[src/rtl/core/fsc_pkg.sv]
// ----------------------------------------------------------------------------
// Fermentation stage classifier package
// Shared types, constants and sequencer states.
// ----------------------------------------------------------------------------
package fsc_pkg;

  localparam int TREND_WINDOW_DEF = 6;

  localparam int GW = 14;
  localparam int CW = 16;

  // Sequencer states.
  typedef enum logic [2:0] {
    ST_IDLE,
    ST_DIV_G,
    ST_DIV_C,
    ST_SCORE,
    ST_OUT
  } fsc_state_t;

  // Stage codes.
  localparam logic [2:0] STAGE_LAG      = 3'd0;
  localparam logic [2:0] STAGE_ACTIVE   = 3'd1;
  localparam logic [2:0] STAGE_PEAK     = 3'd2;
  localparam logic [2:0] STAGE_SLOWING  = 3'd3;
  localparam logic [2:0] STAGE_FINISHED = 3'd4;
  localparam logic [2:0] STAGE_STUCK    = 3'd5;

  // Configuration register indexes.
  localparam logic [1:0] REG_INTERVAL = 2'd0;
  localparam logic [1:0] REG_STUCK    = 2'd1;
  localparam logic [1:0] REG_DELTA    = 2'd2;

  // Control from the sequencer to the divider.
  typedef struct packed {
    logic        start;
    logic [23:0] dividend_mag;
    logic        neg;
  } fsc_div_req_t;

  // The signed quotient needs one bit above the 24-bit magnitude.
  typedef struct packed {
    logic        done;
    logic [24:0] quot;
  } fsc_div_rsp_t;

endpackage

[src/rtl/core/fsc_div.sv]
// ----------------------------------------------------------------------------
// Serial divider
// Restoring divider, one quotient bit per cycle, signed truncation.
// ----------------------------------------------------------------------------
module fsc_div (
  input  logic                  clk,
  input  logic                  rst_n,
  input  fsc_pkg::fsc_div_req_t req,
  input  logic [7:0]            divisor,
  output fsc_pkg::fsc_div_rsp_t rsp
);

  logic [23:0] quo_r, quo_nxt;
  logic [8:0]  rem_r, rem_nxt;
  logic [4:0]  cnt_r, cnt_nxt;
  logic        busy_r, busy_nxt;
  logic        neg_r, neg_nxt;
  logic        done_r, done_nxt;
  logic [8:0]  trial;

  // One quotient bit per step.
  always_comb begin
    quo_nxt  = quo_r;
    rem_nxt  = rem_r;
    cnt_nxt  = cnt_r;
    busy_nxt = busy_r;
    neg_nxt  = neg_r;
    done_nxt = 1'b0;
    trial    = {rem_r[7:0], quo_r[23]};
    if (req.start) begin
      quo_nxt  = req.dividend_mag;
      rem_nxt  = '0;
      cnt_nxt  = 5'd0;
      busy_nxt = 1'b1;
      neg_nxt  = req.neg;
    end else if (busy_r) begin
      if (trial >= {1'b0, divisor}) begin
        rem_nxt = trial - {1'b0, divisor};
        quo_nxt = {quo_r[22:0], 1'b1};
      end else begin
        rem_nxt = trial;
        quo_nxt = {quo_r[22:0], 1'b0};
      end
      cnt_nxt = cnt_r + 5'd1;
      if (cnt_r == 5'd23) begin
        busy_nxt = 1'b0;
        done_nxt = 1'b1;
      end
    end
  end

  always_ff @(posedge clk) begin
    if (!rst_n) begin
      busy_r <= 1'b0;
      done_r <= 1'b0;
      cnt_r  <= '0;
    end else begin
      busy_r <= busy_nxt;
      done_r <= done_nxt;
      cnt_r  <= cnt_nxt;
    end
    quo_r <= quo_nxt;
    rem_r <= rem_nxt;
    neg_r <= neg_nxt;
  end

  assign rsp.done = done_r;
  assign rsp.quot = neg_r ? (~{1'b0, quo_r} + 25'd1) : {1'b0, quo_r};

  // The remainder stays below the divisor.
  assert property (@(posedge clk) disable iff (!rst_n)
    busy_r && cnt_r != 5'd0 |-> rem_r < {1'b0, divisor})
    else $error("divider remainder out of range");
  assert property (@(posedge clk) disable iff (!rst_n)
    done_r |-> !busy_r)
    else $error("divider done while busy");
  assert property (@(posedge clk) disable iff (!rst_n)
    busy_r |-> cnt_r <= 5'd23)
    else $error("divider count overrun");

endmodule

[src/rtl/core/fermentation_stage_classifier.sv]
// An accepted request runs through ST_DIV_G and ST_DIV_C, two 24-step passes
// of the shared serial divider (skipped on the first sample), then ST_SCORE,
// and out_tvalid rises in ST_OUT.
// A new sample is not taken before the result is: in_tready is low
// from acceptance until the result is taken.
// Reset (rst_n, synchronous, active low) restores the registers to
// interval 1, stuck 48 h, delta 10, and clears the history and stage.
// ----------------------------------------------------------------------------
// Fermentation stage classifier
// Tracks gravity and CO2 history and classifies the fermentation stage.
// ----------------------------------------------------------------------------
module fermentation_stage_classifier #(
  parameter int TREND_WINDOW = fsc_pkg::TREND_WINDOW_DEF
) (
  input  logic        clk,
  input  logic        rst_n,
  input  logic        in_tvalid,
  output logic        in_tready,
  input  logic [31:0] in_tdata,   // gravity[13:0], co2_ppm[29:14]
  output logic        out_tvalid,
  input  logic        out_tready,
  output logic [23:0] out_tdata,  // stage[2:0], activity[13:3], trend[16:14]
  input  logic        cfg_we,
  input  logic [1:0]  cfg_index,
  input  logic [9:0]  cfg_data
);

  localparam int HALF = TREND_WINDOW / 2;
  localparam int SW   = fsc_pkg::GW + $clog2(HALF + 1) + 2;
  localparam int CNTW = $clog2(TREND_WINDOW + 1);

  // Reciprocals for the constant divisions, rounded up.
  localparam logic [15:0] RECIP_25_K20 = 16'd41944;
  localparam logic [15:0] RECIP_33_K20 = 16'd31776;
  localparam logic [15:0] RECIP_33_K21 = 16'd63551;

  // Configuration registers.
  logic [7:0] interval_r;
  logic [7:0] stuck_r;
  logic [9:0] delta_r;

  always_ff @(posedge clk) begin
    if (!rst_n) begin
      interval_r <= 8'd1;
      stuck_r    <= 8'd48;
      delta_r    <= 10'd10;
    end else if (cfg_we) begin
      unique case (cfg_index)
        fsc_pkg::REG_INTERVAL: interval_r <= cfg_data[7:0];
        fsc_pkg::REG_STUCK:    stuck_r    <= cfg_data[7:0];
        fsc_pkg::REG_DELTA:    delta_r    <= cfg_data;
        default: ;
      endcase
    end
  end

  logic [7:0] iv;
  assign iv = (interval_r == 8'd0) ? 8'd1 : interval_r;

  // State.
  fsc_pkg::fsc_state_t state_r, state_nxt;
  logic [fsc_pkg::GW-1:0] win_r [TREND_WINDOW];
  logic [fsc_pkg::CW-1:0] pco2_r;
  logic [CNTW-1:0]        cnt_r;
  logic [15:0]            run_r;
  logic signed [24:0]     gslope_r;
  logic signed [23:0]     cslope_r;
  logic signed [2:0]      trend_r;
  logic [2:0]             stage_r;
  logic [10:0]            act_r;
  logic [fsc_pkg::GW-1:0] g_r;
  logic [fsc_pkg::CW-1:0] co2_r;
  logic signed [16:0]     dc_r;
  logic                   rate_r;

  fsc_pkg::fsc_div_req_t dreq;
  fsc_pkg::fsc_div_rsp_t drsp;

  fsc_div u_div (.clk(clk), .rst_n(rst_n), .req(dreq), .divisor(iv), .rsp(drsp));

  logic in_acc;
  assign in_tready = (state_r == fsc_pkg::ST_IDLE);
  assign in_acc    = in_tvalid && in_tready;

  // Dividend magnitudes for the two rates.
  logic [16:0] adc;
  logic signed [14:0] d_in;
  logic signed [16:0] dc_in;
  assign d_in  = $signed({1'b0, win_r[0]}) - $signed({1'b0, in_tdata[13:0]});
  assign dc_in = $signed({1'b0, in_tdata[29:14]}) - $signed({1'b0, pco2_r});
  assign adc   = dc_r[16] ? 17'(-dc_r) : 17'(dc_r);

  always_comb begin
    dreq = '0;
    if (state_r == fsc_pkg::ST_IDLE && in_acc && cnt_r != '0) begin
      dreq.start        = 1'b1;
      dreq.neg          = d_in[14];
      dreq.dividend_mag = 24'(d_in[14] ? 15'(-d_in) : 15'(d_in)) * 24'd600;
    end else if (state_r == fsc_pkg::ST_DIV_G && drsp.done) begin
      dreq.start        = 1'b1;
      dreq.neg          = dc_r[16];
      dreq.dividend_mag = 24'(adc) * 24'd60;
    end
  end

  // Trend sums over the window after the shift.
  logic [SW-1:0] recent, older;
  logic signed [SW:0] diff;
  always_comb begin
    recent = '0;
    older  = '0;
    for (int i = 0; i < HALF; i++) begin
      recent = recent + SW'(win_r[i]);
      older  = older + SW'(win_r[i + HALF]);
    end
    diff = $signed({1'b0, older}) - $signed({1'b0, recent});
  end

  // Scores. Each score saturates at a known input, so only the range below
  // that point is divided, by a reciprocal multiply that is exact there.
  // A CO2 rate score below -1120 already drives the sum to zero.
  logic [24:0] ag;
  logic [23:0] cm;
  logic [29:0] p1, p2;
  logic [15:0] x3;
  logic [31:0] p3;
  logic [10:0] q3;
  logic [10:0] s1, s2;
  logic signed [12:0] s3;
  logic signed [13:0] act_sum;
  logic [10:0] act;
  logic [23:0] stable_min;
  always_comb begin
    ag = gslope_r[24] ? 25'(-gslope_r) : 25'(gslope_r);
    cm = cslope_r[23] ? 24'(-cslope_r) : 24'(cslope_r);
    p1 = 30'({ag[10:0], 3'b000}) * 30'(RECIP_25_K20);
    s1 = (ag < 25'd2000) ? {1'b0, p1[29:20]} : 11'd640;
    p2 = 30'({co2_r[9:0], 4'b0000}) * 30'(RECIP_33_K20);
    s2 = (co2_r < 16'd990) ? {1'b0, p2[29:20]} : 11'd480;
    x3 = 16'({8'd0, cm[7:0]}) * 16'd160;
    p3 = 32'(x3) * 32'(RECIP_33_K21);
    q3 = p3[31:21];
    if (!cslope_r[23]) begin
      s3 = (cm < 24'd99) ? $signed({2'b00, q3}) : 13'sd480;
    end else begin
      s3 = (cm < 24'd232) ? -$signed({2'b00, q3}) : -13'sd1121;
    end
    act_sum = $signed({3'b0, s1}) + $signed({3'b0, s2}) + 14'(s3);
    if (act_sum < 0) act = 11'd0;
    else if (act_sum > 14'sd1600) act = 11'd1600;
    else act = act_sum[10:0];
    stable_min = 24'(run_r) * 24'(iv);
  end

  logic [2:0] stage_new;
  always_comb begin
    stage_new = stage_r;
    priority if (g_r > 14'd10600 && act < 11'd240 && co2_r < 16'd600)
      stage_new = fsc_pkg::STAGE_LAG;
    else if (gslope_r > 25'sd100 && co2_r > 16'd500)
      stage_new = fsc_pkg::STAGE_ACTIVE;
    else if (act >= 11'd1440 && g_r > 14'd10200 && g_r < 14'd10400)
      stage_new = fsc_pkg::STAGE_PEAK;
    else if (gslope_r > 25'sd0 && gslope_r < 25'sd200 && co2_r > 16'd200)
      stage_new = fsc_pkg::STAGE_SLOWING;
    else if (g_r < 14'd10150 && stable_min > 24'd1440 && co2_r < 16'd100)
      stage_new = fsc_pkg::STAGE_FINISHED;
    else if (stable_min > 24'(stuck_r) * 24'd60 && act < 11'd80)
      stage_new = fsc_pkg::STAGE_STUCK;
    else
      stage_new = stage_r;
  end

  // Sequencer.
  always_comb begin
    state_nxt = state_r;
    unique case (state_r)
      fsc_pkg::ST_IDLE:  if (in_acc) state_nxt = (cnt_r != '0) ? fsc_pkg::ST_DIV_G
                                                             : fsc_pkg::ST_SCORE;
      fsc_pkg::ST_DIV_G: if (drsp.done) state_nxt = fsc_pkg::ST_DIV_C;
      fsc_pkg::ST_DIV_C: if (drsp.done) state_nxt = fsc_pkg::ST_SCORE;
      fsc_pkg::ST_SCORE: state_nxt = fsc_pkg::ST_OUT;
      fsc_pkg::ST_OUT:   if (out_tready) state_nxt = fsc_pkg::ST_IDLE;
      default:           state_nxt = fsc_pkg::ST_IDLE;
    endcase
  end

  always_ff @(posedge clk) begin
    if (!rst_n) begin
      state_r  <= fsc_pkg::ST_IDLE;
      pco2_r   <= '0;
      cnt_r    <= '0;
      run_r    <= '0;
      gslope_r <= '0;
      cslope_r <= '0;
      trend_r  <= '0;
      stage_r  <= fsc_pkg::STAGE_LAG;
      rate_r   <= 1'b0;
      for (int i = 0; i < TREND_WINDOW; i++) win_r[i] <= '0;
    end else begin
      state_r <= state_nxt;
      if (in_acc) begin
        win_r[0] <= in_tdata[13:0];
        for (int i = 1; i < TREND_WINDOW; i++) win_r[i] <= win_r[i-1];
        pco2_r <= in_tdata[29:14];
        rate_r <= (cnt_r != '0);
        if (cnt_r != CNTW'(TREND_WINDOW)) cnt_r <= cnt_r + 1'b1;
        if (cnt_r != '0) begin
          if ((d_in[14] ? 15'(-d_in) : 15'(d_in)) < {5'd0, delta_r}) begin
            if (run_r != 16'hFFFF) run_r <= run_r + 16'd1;
          end else begin
            run_r <= '0;
          end
        end
      end
      if (state_r == fsc_pkg::ST_DIV_G && drsp.done) gslope_r <= signed'(drsp.quot);
      if (state_r == fsc_pkg::ST_DIV_C && drsp.done) cslope_r <= signed'(drsp.quot[23:0]);
      if (state_r == fsc_pkg::ST_SCORE) begin
        stage_r <= stage_new;
        act_r   <= act;
        if (cnt_r == CNTW'(TREND_WINDOW)) begin
          if (diff > (SW+1)'(50 * HALF))       trend_r <= -3'sd2;
          else if (diff > (SW+1)'(20 * HALF))  trend_r <= -3'sd1;
          else if (diff > -(SW+1)'(20 * HALF)) trend_r <= 3'sd0;
          else if (diff > -(SW+1)'(50 * HALF)) trend_r <= 3'sd1;
          else                                 trend_r <= 3'sd2;
        end
      end
    end
    if (in_acc) begin
      g_r   <= in_tdata[13:0];
      co2_r <= in_tdata[29:14];
      dc_r  <= dc_in;
    end
  end

  assign out_tvalid = (state_r == fsc_pkg::ST_OUT);
  assign out_tdata  = {7'd0, trend_r, act_r, stage_r};

  // Rates are computed only when a previous sample existed.
  assert property (@(posedge clk) disable iff (!rst_n)
    state_r == fsc_pkg::ST_DIV_G |-> rate_r)
    else $error("rate computed on first sample");
  assert property (@(posedge clk) disable iff (!rst_n)
    out_tvalid |-> act_r <= 11'd1600 && stage_r <= fsc_pkg::STAGE_STUCK)
    else $error("result out of range");
  assert property (@(posedge clk) disable iff (!rst_n)
    state_r != fsc_pkg::ST_IDLE |-> !in_tready)
    else $error("ready while busy");
  assert property (@(posedge clk) disable iff (!rst_n)
    cnt_r <= CNTW'(TREND_WINDOW))
    else $error("sample count overflow");

endmodule
[config.mk]
export PLATFORM = sky130hd
export DESIGN_NAME = fermentation_stage_classifier
export DESIGN_NICKNAME = d
export VERILOG_FILES = /design/src/rtl/core/fsc_pkg.sv /design/src/rtl/core/fsc_div.sv /design/src/rtl/core/fermentation_stage_classifier.sv
export SDC_FILE = /design/constraint.sdc
export NUM_CORES = 2
export LEC_CHECK = 0
export BUFFER_PORTS_ARGS = -buffer_cell sky130_fd_sc_hd__buf_2
export CAP_MARGIN = 20
export CORE_MARGIN = 3
export CORE_UTILIZATION = 35
export CTS_CLUSTER_DIAMETER = 40
export DETAILED_ROUTE_END_ITERATION = 8
export GPL_TIMING_DRIVEN = 1
export PLACE_DENSITY = 0.54
export SLEW_MARGIN = 20
export SYNTH_ARGS = -nofsm -noshare
export SYNTH_HDL_FRONTEND = slang
export SYNTH_SLANG_ARGS = --single-unit
export TNS_END_PERCENT = 1
[constraint.sdc]
create_clock -name clk -period 27.2 [get_ports clk]
set_input_delay 5.44 -clock clk [delete_from_list [all_inputs] [get_ports clk]]
set_output_delay 5.44 -clock clk [all_outputs]
set_load 0.05 [all_outputs]
==> flow_summary.toml <==
[cts]
clock-sinks = 301
cts-resized-gates = 0
clk_pin_slew_worst_paths_ns = 0.05
clockBufferDepth = 3
root_buffer = "clkbuf_16"
insertion_delay_ns = 0.59
post_cts_buffers = 0
hold_buffers = 0
htree_levels = 2
cts_tree = "done"
cts-buffers-inserted = 49

[power_and_ir_drop]
p_leak_uw = 0.0181
powerDensity_nw_per_um2 = 135
p_total_uw = 5200
ir_worst_vdd_uv = 202

[sta]
max_freq_mhz = 78.0
min_period_over_period_pct = 47.2
min_period_ns = 12.83
hold_viol = 0
finalSetupViolations = 0
slew_headroom_pct = 30.1
worst_slew_pin_slew_ns = 1.05
setup_slack_ns = 14.37
slew_viol_final = 0
rsz0062_at_grt = "no"
fin_tns_setup_ns = 0
fin_skew_ns = 0.0276

[finish]
fillCellCount = 9950
fin_util_pct = 38.9
instances_no_fill = 5209
nets = 4723
area_delta_synth_final_pct = 9.66
layout-drive-gt1-share_pct = 5.57

[worst_setup_path]
end_kind = "flop"
arrival_ns = 13.13
slowest_delay_ns = 0.78
path_common_cell = "ha_1"
path_max_fanout = 10
path_class = "input port to flop"
cp_slowest_cell = "a41oi_1"
cp-start-kind = "input port"
worstPathRequired_ns = 27.50

[placement]
io_buffers = 65
dp_cells = 5113
dpl_worst_slack_ns = 13.85
dp_hpwl_um = 70400
gp_congestion = 0.849

[route]
vias_per_cell = 5.05
drt-total-wl_um = 87200
dr.first_iter.drc_count = 1392
ant_nets = 0
drcViolationCount = 0
vias = 26300
dr.pass1.iters = 8
wl_per_cell_um = 16.7

[floorplanning]
die_area_um2 = 104000
initial_core_util_pct = 35.5
rows = 115
core-area_um2 = 98900
die_h_um = 323
die-width_um = 323
ios = 75

[logic_synthesis]
syn_area_um2 = 35100
synth_edf_count = 167
synth_top_flop_cell = "edfxtp_1"
yosysTopAreaCellShare_pct = 18.9
ys_warn_count = 0
yosysMostFrequentCell = "inv_1"
synth_common_cells = "inv_1 (573), ha_1 (466), fa_1 (331), nor2_1 (300), nand2_1 (276)"
synth_area_leaders = "fa_1 (19%), ha_1 (17%), edfxtp_1 (14%)"
yosysSeqAreaShare_pct = 21.9
synth_async_sr_flop_share_pct = 0
ys_types = 93
synth_cells = 3853
synth_top_area_cell = "fa_1"
synth.avg_cell_area_um2 = 9.10
ys_ff_latch = 301

[global_route]
antenna_found_initial = 8
grt_overflow = 0
grt_pass1_wl_um = 142000
grt_usage_pct = 16.9
grt_max_degree = 82
first_global_vias = 26200

[worst_hold_path]
hold_class = "flop to flop"

[run_status]
status = "completed"

[job]
maxCapViolations = 0
[placed cells by master, fill, tap and decap left out, types with 13 or more instances in the layout]
master / netlist / layout
clkbuf_16: 0 / 51
a21o_1: 47 / 47
and2_1: 79 / 79
o31ai_1: 31 / 31
or4_1: 22 / 22
xnor2_1: 129 / 129
o21a_1: 24 / 24
or2_2: 13 / 13
ha_1: 466 / 466
dfxtp_1: 134 / 134
edfxtp_1: 167 / 167
fa_1: 331 / 331
a21oi_1: 197 / 197
nand2b_1: 32 / 32
buf_4: 7 / 23
inv_6: 0 / 15
nor4_1: 23 / 22
a22oi_1: 14 / 14
o21bai_1: 27 / 27
nor3_1: 117 / 117
and3_1: 47 / 47
nand2_1: 276 / 274
nand4_1: 30 / 30
xor2_1: 88 / 88
a211oi_1: 58 / 58
or3_1: 29 / 29
o21ai_0: 140 / 140
buf_2: 3 / 65
a21boi_0: 19 / 19
inv_1: 573 / 572
mux2i_1: 30 / 30
nor2b_1: 33 / 33
a31oi_1: 20 / 20
nor2_1: 300 / 300
nand3_1: 53 / 53
[metrics by stage]
stage / hold slack [ns] / cell area [um^2]
after floorplan: 0.436 / 35100
after detailed placement: 0.447 / 36800
after CTS: 0.454 / 38500
after global routing: 0.470 / 38500
after global placement: 0.442 / 36700
final: 0.453 / 38500
[logic make-up (layout without fill, tap and decap cells)]
kind of cell	after synthesis	after routing	share of synthesized area (%)
flops	301	301	21.9
other cells	1	12	0.0107
mux	33	33	0.952
simple gates	1107	1107	15.5
xor+xnor	217	217	5.42
compound gates	700	700	13.1
buf+inv	697	755	7.56
fa+ha+maj	797	797	35.5
[path summary, 6_finish.rpt]
kind | from | endpoint | slack (ns) | cells past startpoint
max | in_tdata[2] | u_div.quo_r[22]$_DFFE_PP_ | 14.37 | 30
min | pco2_r[10]$_SDFFE_PN0P_ | pco2_r[10]$_SDFFE_PN0P_ | 0.45 | 2
max reg2reg | cslope_r[0]$_SDFFE_PN0P_ | stage_r[0]$_SDFFE_PN0P_ | 14.80 | 46
min reg2reg | pco2_r[10]$_SDFFE_PN0P_ | pco2_r[10]$_SDFFE_PN0P_ | 0.45 | 2
[power breakdown]
| part | switching [uW] | internal [uW] | total (uW) |
|---|---|---|---|
| clock network | 243 | 392 | 635 |
| registers | 75.6 | 584 | 660 |
| logic | 2250 | 1650 | 3900 |
[sequential cells by signal, indices dropped and copies added (netlist names), 10 cells and up]
signal       cells
act_r           11
co2_r           16
cslope_r        24
dc_r            17
delta_r         10
g_r             14
gslope_r        25
pco2_r          16
run_r           16
u_div.quo_r     24
win_r           84
[per-layer routing]
metal | share of wire (%) | GRT usage [%] | wire (um)
met5 | 0.031 | 0 | 27
met4 | 3.1 | 5.01 | 2670
met3 | 4.3 | 2.82 | 3770
met2 | 45 | 27.1 | 39300
met1 | 48 | 23.5 | 41400
[worst max-delay path: cells and delay by family]
family,cells,cell delay [ns]
AND/OR/NAND/NOR,4,0.56
adder cells (fa/ha/maj),6,2.11
buffers and inverters,4,0.25
AO/OA/AOI/OAI,14,3.79
XOR/XNOR,2,0.96
[layout make-up]
class                   instances  area, um^2  share of cell area (%)
diodes                          5        12.5                  0.0325
clock buffers                  60        1360                    3.55
clock inverters                31         322                   0.836
inverters                     575        2160                    5.63
multi-input cells            2861       24800                    64.4
flip-flops and latches        301        7700                    20.0
well taps                    1287        1610                    4.19
repair buffers                 89         526                    1.37
Note: power is estimated with default switching activity, not from simulation.
